==> src/hw/rtl/gdr_pkg.sv <==
`default_nettype none
// ----------------------------------------------------------------------------
// gdr_pkg
// Types, constants and command codes shared by the grid raycaster modules.
// ----------------------------------------------------------------------------
package gdr_pkg;

  localparam int MAP_DIM_DEF       = 32;
  localparam int SCREEN_WIDTH_DEF  = 800;
  localparam int SCREEN_HEIGHT_DEF = 600;
  localparam int MAX_STEPS_DEF     = 64;

  localparam int POS_W   = 21;
  localparam int DIR_W   = 18;
  localparam int FRAC_W  = 16;
  localparam int CFG_W   = 21;
  localparam int IDX_W   = 3;
  localparam int COL_W   = 10;
  localparam int CELL_W  = 5;
  localparam int VAL_W   = 8;
  localparam int ROW_W   = 10;
  localparam int DIST_W  = 24;
  localparam int SIDE_W  = 32;
  localparam int CAM_W   = 28;
  localparam int RAY_W   = 30;
  localparam int MULA_W  = 19;
  localparam int MULB_W  = 33;
  localparam int PROD_W  = MULA_W + MULB_W;
  localparam int CRD_W   = 10;
  localparam int NUMD_W  = 28;
  localparam int NUM_W   = 44;
  localparam int DEN_W   = 30;

  localparam logic [FRAC_W:0]   Q_ONE    = {1'b1, {FRAC_W{1'b0}}};
  localparam logic [SIDE_W-1:0] SIDE_MAX = '1;
  localparam logic [DIST_W-1:0] DIST_MAX = '1;

  localparam logic [IDX_W-1:0] REG_POS_X       = 3'd0;
  localparam logic [IDX_W-1:0] REG_POS_Y       = 3'd1;
  localparam logic [IDX_W-1:0] REG_VIEW_DIR_X  = 3'd2;
  localparam logic [IDX_W-1:0] REG_VIEW_DIR_Y  = 3'd3;
  localparam logic [IDX_W-1:0] REG_CAM_PLANE_X = 3'd4;
  localparam logic [IDX_W-1:0] REG_CAM_PLANE_Y = 3'd5;

  localparam logic OPER_CAST  = 1'b0;
  localparam logic OPER_WRITE = 1'b1;

  localparam int CMD_W = 5;
  localparam logic [CMD_W-1:0] OP_NONE     = 5'd0;
  localparam logic [CMD_W-1:0] OP_CLEAR    = 5'd1;
  localparam logic [CMD_W-1:0] OP_ACCEPT   = 5'd2;
  localparam logic [CMD_W-1:0] OP_CAM_GO   = 5'd3;
  localparam logic [CMD_W-1:0] OP_MULX     = 5'd5;
  localparam logic [CMD_W-1:0] OP_MULY     = 5'd6;
  localparam logic [CMD_W-1:0] OP_RAYY     = 5'd7;
  localparam logic [CMD_W-1:0] OP_DX_GO    = 5'd8;
  localparam logic [CMD_W-1:0] OP_DX_END   = 5'd9;
  localparam logic [CMD_W-1:0] OP_DY_GO    = 5'd10;
  localparam logic [CMD_W-1:0] OP_DY_END   = 5'd11;
  localparam logic [CMD_W-1:0] OP_SIDEX    = 5'd12;
  localparam logic [CMD_W-1:0] OP_SIDEY    = 5'd13;
  localparam logic [CMD_W-1:0] OP_SIDEW    = 5'd14;
  localparam logic [CMD_W-1:0] OP_STEP     = 5'd15;
  localparam logic [CMD_W-1:0] OP_TEST     = 5'd16;
  localparam logic [CMD_W-1:0] OP_DIST_GO  = 5'd17;
  localparam logic [CMD_W-1:0] OP_DIST_END = 5'd18;
  localparam logic [CMD_W-1:0] OP_LEN_GO   = 5'd19;
  localparam logic [CMD_W-1:0] OP_LEN_END  = 5'd20;
  localparam logic [CMD_W-1:0] OP_LOAD     = 5'd21;

  typedef struct packed {
    logic              operation;
    logic [COL_W-1:0]  column;
    logic [CELL_W-1:0] cell_x;
    logic [CELL_W-1:0] cell_y;
    logic [VAL_W-1:0]  cell_value;
  } item_t;

  typedef struct packed {
    logic [COL_W-1:0]  column_out;
    logic [ROW_W-1:0]  draw_start;
    logic [ROW_W-1:0]  draw_end;
    logic              wall_side;
    logic [VAL_W-1:0]  hit_value;
    logic [DIST_W-1:0] perp_distance;
    logic              hit_found;
  } result_t;

  typedef struct packed {
    logic [CMD_W-1:0] op;
  } cmd_t;

  typedef struct packed {
    logic clr_last;
    logic div_done;
    logic walk_end;
    logic out_free;
  } stat_t;

endpackage
`default_nettype wire

==> src/hw/rtl/gdr_ctrl.sv <==
`default_nettype none
// ----------------------------------------------------------------------------
// gdr_ctrl
// Sequencer for map clearing, cell writes and the per-column cast.
// ----------------------------------------------------------------------------
module gdr_ctrl import gdr_pkg::*; (
  input  wire logic  clk,
  input  wire logic  rst,
  input  wire logic  in_valid,
  input  wire logic  in_cast,
  input  wire stat_t stat,
  output logic       in_stall,
  output cmd_t       cmd
);

  localparam logic [4:0] ST_CLR   = 5'd0;
  localparam logic [4:0] ST_IDLE  = 5'd1;
  localparam logic [4:0] ST_CAM   = 5'd2;
  localparam logic [4:0] ST_MULX  = 5'd4;
  localparam logic [4:0] ST_MULY  = 5'd5;
  localparam logic [4:0] ST_RAYY  = 5'd6;
  localparam logic [4:0] ST_DX    = 5'd7;
  localparam logic [4:0] ST_DXW   = 5'd8;
  localparam logic [4:0] ST_DY    = 5'd9;
  localparam logic [4:0] ST_DYW   = 5'd10;
  localparam logic [4:0] ST_SIDEX = 5'd11;
  localparam logic [4:0] ST_SIDEY = 5'd12;
  localparam logic [4:0] ST_SIDEW = 5'd13;
  localparam logic [4:0] ST_STEP  = 5'd14;
  localparam logic [4:0] ST_TEST  = 5'd15;
  localparam logic [4:0] ST_DIST  = 5'd16;
  localparam logic [4:0] ST_DISTW = 5'd17;
  localparam logic [4:0] ST_LEN   = 5'd18;
  localparam logic [4:0] ST_LENW  = 5'd19;
  localparam logic [4:0] ST_FIN   = 5'd20;

  logic [4:0] state;
  logic [4:0] state_next;

  assign in_stall = (state != ST_IDLE);

  always_comb begin
    state_next = state;
    cmd.op     = OP_NONE;
    unique case (state)
      ST_CLR: begin
        cmd.op = OP_CLEAR;
        if (stat.clr_last) state_next = ST_IDLE;
      end
      ST_IDLE: begin
        if (in_valid) begin
          cmd.op = OP_ACCEPT;
          if (in_cast) state_next = ST_CAM;
        end
      end
      ST_CAM: begin
        cmd.op     = OP_CAM_GO;
        state_next = ST_MULX;
      end
      ST_MULX: begin
        cmd.op     = OP_MULX;
        state_next = ST_MULY;
      end
      ST_MULY: begin
        cmd.op     = OP_MULY;
        state_next = ST_RAYY;
      end
      ST_RAYY: begin
        cmd.op     = OP_RAYY;
        state_next = ST_DX;
      end
      ST_DX: begin
        cmd.op     = OP_DX_GO;
        state_next = ST_DXW;
      end
      ST_DXW: begin
        if (stat.div_done) begin
          cmd.op     = OP_DX_END;
          state_next = ST_DY;
        end
      end
      ST_DY: begin
        cmd.op     = OP_DY_GO;
        state_next = ST_DYW;
      end
      ST_DYW: begin
        if (stat.div_done) begin
          cmd.op     = OP_DY_END;
          state_next = ST_SIDEX;
        end
      end
      ST_SIDEX: begin
        cmd.op     = OP_SIDEX;
        state_next = ST_SIDEY;
      end
      ST_SIDEY: begin
        cmd.op     = OP_SIDEY;
        state_next = ST_SIDEW;
      end
      ST_SIDEW: begin
        cmd.op     = OP_SIDEW;
        state_next = ST_STEP;
      end
      ST_STEP: begin
        cmd.op     = OP_STEP;
        state_next = ST_TEST;
      end
      ST_TEST: begin
        cmd.op     = OP_TEST;
        state_next = stat.walk_end ? ST_DIST : ST_STEP;
      end
      ST_DIST: begin
        cmd.op     = OP_DIST_GO;
        state_next = ST_DISTW;
      end
      ST_DISTW: begin
        if (stat.div_done) begin
          cmd.op     = OP_DIST_END;
          state_next = ST_LEN;
        end
      end
      ST_LEN: begin
        cmd.op     = OP_LEN_GO;
        state_next = ST_LENW;
      end
      ST_LENW: begin
        if (stat.div_done) begin
          cmd.op     = OP_LEN_END;
          state_next = ST_FIN;
        end
      end
      ST_FIN: begin
        if (stat.out_free) begin
          cmd.op     = OP_LOAD;
          state_next = ST_IDLE;
        end
      end
      default: state_next = ST_IDLE;
    endcase
  end

  always_ff @(posedge clk) begin
    if (rst) begin
      state <= ST_CLR;
    end else begin
      state <= state_next;
    end
  end

endmodule
`default_nettype wire

==> config.mk <==
export PLATFORM = sky130hd
export DESIGN_NAME = gdr_ctrl
export DESIGN_NICKNAME = d
export VERILOG_FILES = /design/src/hw/rtl/gdr_pkg.sv /design/src/hw/rtl/gdr_ctrl.sv
export SDC_FILE = /design/constraint.sdc
export NUM_CORES = 1
export LEC_CHECK = 0
export BUFFER_PORTS_ARGS = -buffer_cell sky130_fd_sc_hd__buf_2
export CAP_MARGIN = 20
export CORE_AREA = 2 2 39 41
export DETAILED_ROUTE_END_ITERATION = 8
export DIE_AREA = 0 0 41 43
export GPL_TIMING_DRIVEN = 0
export PLACE_DENSITY = 0.69
export SYNTH_ARGS = -nofsm -noshare
export SYNTH_HDL_FRONTEND = slang
export SYNTH_SLANG_ARGS = --single-unit
==> constraint.sdc <==
create_clock -name clk -period 3.4 [get_ports clk]
set_input_delay 0.51 -clock clk [delete_from_list [all_inputs] [get_ports clk]]
set_output_delay 0.51 -clock clk [all_outputs]
set_load 0.01 [all_outputs]
-- After elaboration in Yosys (flattened, before gate mapping)
Index checks and enable logic that the tools add are counted.
- memories: 0
- output and inout port bits: 6
- bits in writable memories: 0
- register bits: 5
- bits in latches: 0
- bits in read-only memories: 0
- input port bits: 8
- word-level logic and storage cells: 48
- reduce and logical (&&, ||, !) cells: 2
- shift operators: 0
- muxes and demuxes: 17
- bitwise logic cells: 0
- eq/ne operators: 28
- divide/modulo/power cells: 0
- multiply operators: 0
- add/subtract/negate cells: 0
- $lt $le $gt $ge: 0
- operator list (operator ; count):
    case mux 5 bit (20 select lines) ; 2
    2-to-1 mux 5 bit ; 12
    == test 5 x 4 -> 1 bit (second input constant) ; 8
    == test 5 bit (second input constant) ; 5
    == test 5 x 3 -> 1 bit (second input constant) ; 4
    inequality test 2 bit (second input constant) ; 8
    2-to-1 mux 4 bit ; 2
    AND reduction 8 bit ; 1
    == test 5 x 1 -> 1 bit (second input constant) ; 1
    == test 5 x 2 -> 1 bit (second input constant) ; 1
    logical NOT 5 bit ; 1
    inequality test 5 x 1 -> 1 bit (second input constant) ; 1
    2-to-1 mux 2 bit ; 1

-- Logic depth before layout (Yosys ltp)
- depth after elaboration: 3
- mapped depth: 6
- mapped depth without buffers: 4

-- Worst setup path before layout
Ideal clock, no wire load.
- path type: reg-to-output
- start point: reg state[0]
- end point: out cmd[1] in the netlist's numbering
- path buffers: 1
- path slack: 1.621 ns
- arrival: 1.269 ns
- stages on the path, launching flop included: 6
- data required time: 2.890 ns
- cells stage by stage: dfxtp_1 > buf_2 > nor2b_1 > a21oi_1 > mux2_2 > o22ai_1
- RTL lines (what ; RTL line ; RTL):
    from (decl) ; gdr_ctrl.sv:37 ; logic [4:0] state;
    from (signal assigned) ; gdr_ctrl.sv:146 ; state <= state_next;
    to (decl) ; gdr_ctrl.sv:13 ; output cmd_t cmd

==> metrics <==
GRT overflow=0; Post-synth top cells=nor2_1 (8), a21oi_1 (7), nand2_1 (6); sequential power share=0.191; remaining antenna violation count=0; Unique masters post-synth=37; DIE HEIGHT=43 um; Rel. slew slack=0.646; drt drc=0; ANT cells=0; area grow syn2layout=18.6%; Switching Share=0.458; setup tns final=0 ns; PortBufs=13; I/O pin count=14; WHS Endpoint=state[4]; Die Wd=41 um; Slew @ Worst Pin=0.525 ns; Comb power frac=0.661; DP Cell Count=116; post-synthesis net count=95; cell row count=14; Non-Filler Instances=120; Synth area leader=dfxtp_1; hold buffer count at CTS=0; Largest regs=state (5); crit end category=output port; Hold WC Path Type=in -> reg; MaxCap Viol Count=0; Skew-Pair Late Insertion Delay=0.24 ns; top cells by area, synth=dfxtp_1 (17%), a21oi_1 (5.8%), nor2_1 (5.0%), mux2_2 (3.8%), nand2_1 (3.8%); Avg Cell Area, Syn=6.89 um^2; post-DP HPWL=1160 um; ys flop type=dfxtp_1; CTS buffer count=3; DR iter-0 viols=18; Most flops, register=state; Int Pwr=0.000249 W; Final Hold Fails=0; vias per inst=5.86; CTS tree=yes; Reg clk slew, reported paths=0.05 ns; max FFs per register=5; IR drop worst, VDD=0.214 mV; Yosys warnings=0; Post-synth ARST share=0; htree depth=1; share of Yosys cell area claimed by the top area cell type=0.167; crit-path max cell delay=0.33 ns; Worst EP required=2.89 ns; post_cts resized=0; net load switching power=0.000210 W; Seq/Total Area, Yosys=0.167; RR Endpoint=state[1]; Worst Hold Launch=rst; clock share of power=0.148; worst-path fanout max=10; DRT Wirelength=1560 um; Lkg Pwr=0.318 nW; #FFs+latches synth=5; crit start category=register; Worst EP arrival=1.70 ns; WHS Path Cells=2; status=completed; fin crit share=0.649; crit path launch=state[0]; gr usage total=0.199; Mapped Cells=87; Worst Setup Path Type=reg -> out; root buf cell=clkbuf_4; CP Cell Sequence=buf_2 > nor2b_1 > a21oi_1 > mux2_2 > o22ai_1 > buf_2; clk_skew=0.00481 ns; flop-to-flop setup slack=1.76 ns; TritonRoute pass-1 iters=4; initial core utilization=0.433; Fmax=0.453 GHz; initial antenna violation count=0; Die ar.=1760 um^2; setup violators final=0; Tmin final=2.21 ns; post-CTS setup buffers=0; max-slew violation total from the final report=0; RSZ-0062 raised after global routing=false; setup ws final=1.19 ns; clk sinks=5; r2r worst-path depth=5; number of flops mapped to enable cells by yosys=0; GP Congestion=0.786; DR WL/cell=13.0 um; Post-layout nets=113; Synth Cell Area=599 um^2; Pwr Density=646 nW/um^2; vias in the first global route=616; pre-CTS setup slack=1.45 ns; CP dominant cell by count=buf_2; count leader, synth=nor2_1; Vias=703; largest net degree at the start of global routing=11; slowest cell on the critical path=nor2b_1; core area=1380 um^2; share of cells above drive strength 1=0.250; R2R Path Start=state[0]; CTS Buffer Depth=2; first-pass GRT wire length=2530 um
-- area by class of cell --
| cell class | count | area [um^2] |
|---|---|---|
| multi-input cells | 69 | 438 |
| clock buffers | 4 | 26.3 |
| inverters | 5 | 18.8 |
| well taps | 16 | 20.0 |
| plain buffers | 8 | 42.5 |
| repair buffers | 13 | 65.1 |
| flip-flops and latches | 5 | 100 |
| fillers | 146 | 673 |
-- layer usage --
metal | wire length (um) | vias up | track usage
met1 | 702 | 326 | 0.272
met5 | 0 | - | 0
li1 | - | 357 | -
met2 | 781 | 20 | 0.313
met4 | 0 | 0 | 0.0467
met3 | 81 | 0 | 0.0366
-- power by group through the flow --
stage	clock network, W	logic, W	registers, W
finish	0.0000679	0.000303	0.0000878
global route	0.0000764	0.000336	0.0000882
CTS	0.0000681	0.000303	0.0000876
detailed placement	0	0.000302	0.0000881
global placement	0	0.000292	0.0000876
floorplan	0	0.000227	0.0000836
-- layout by cell type (no fill, tap or decap), types with 2 or more instances in the layout --
cell / count
buf_2: 17
nor2_1: 8
a21oi_1: 7
nand2_1: 6
inv_1: 5
dfxtp_1: 5
clkbuf_1: 4
o21ai_0: 4
nor2b_1: 3
nand4_1: 3
clkbuf_4: 3
or2_2: 2
o21a_1: 2
o211ai_1: 2
a22oi_1: 2
mux2_2: 2
nor4_1: 2
and2_1: 2
and3_1: 2
nor3b_1: 2
and3b_1: 2
nand3b_1: 2
a31oi_1: 2
-- worst max-delay path by stage --
stage	slack [ns]	cells past startpoint	end
6_report	1.19	6	cmd[1]
5_1_grt	1.06	6	cmd[1]
4_1_cts	1.19	6	cmd[1]
3_5_place_dp	1.45	6	cmd[1]
3_3_place_gp	1.47	6	cmd[1]
2_1_floorplan	1.62	5	cmd[1]
-- cells by family (layout without fill, tap and decap cells) --
logic type	count (synthesis)	in the layout	synth area share
mux	2	2	0.0376
compound gates	28	28	0.317
flops	5	5	0.167
simple gates	39	39	0.376
buf+inv	13	30	0.102
-- stage by stage --
| step | area [um^2] | utilization | power [W] | hold WS (ns) |
|---|---|---|---|---|
| 2_1_floorplan | 599 | - | 0.000311 | 0.583 |
| 3_3_place_gp | 684 | 0.495 | 0.000380 | 0.674 |
| 4_1_cts | 711 | 0.514 | 0.000459 | 0.506 |
| 3_5_place_dp | 684 | 0.495 | 0.000390 | 0.686 |
| 6_report | 711 | 0.514 | 0.000459 | 0.506 |
| 5_1_grt | 711 | 0.514 | 0.000500 | 0.503 |
-- worst max-delay path: cells and delay by family, from the launching register on --
| family | cells | cell delay (ns) |
|---|---|---|
| buffers and inverters | 2 | 0.34 |
| flip-flops | 1 | 0.30 |
| AO/OA/AOI/OAI | 2 | 0.22 |
| AND/OR/NAND/NOR | 1 | 0.33 |
| multiplexers | 1 | 0.27 |
(Power assumes the default switching activity.)
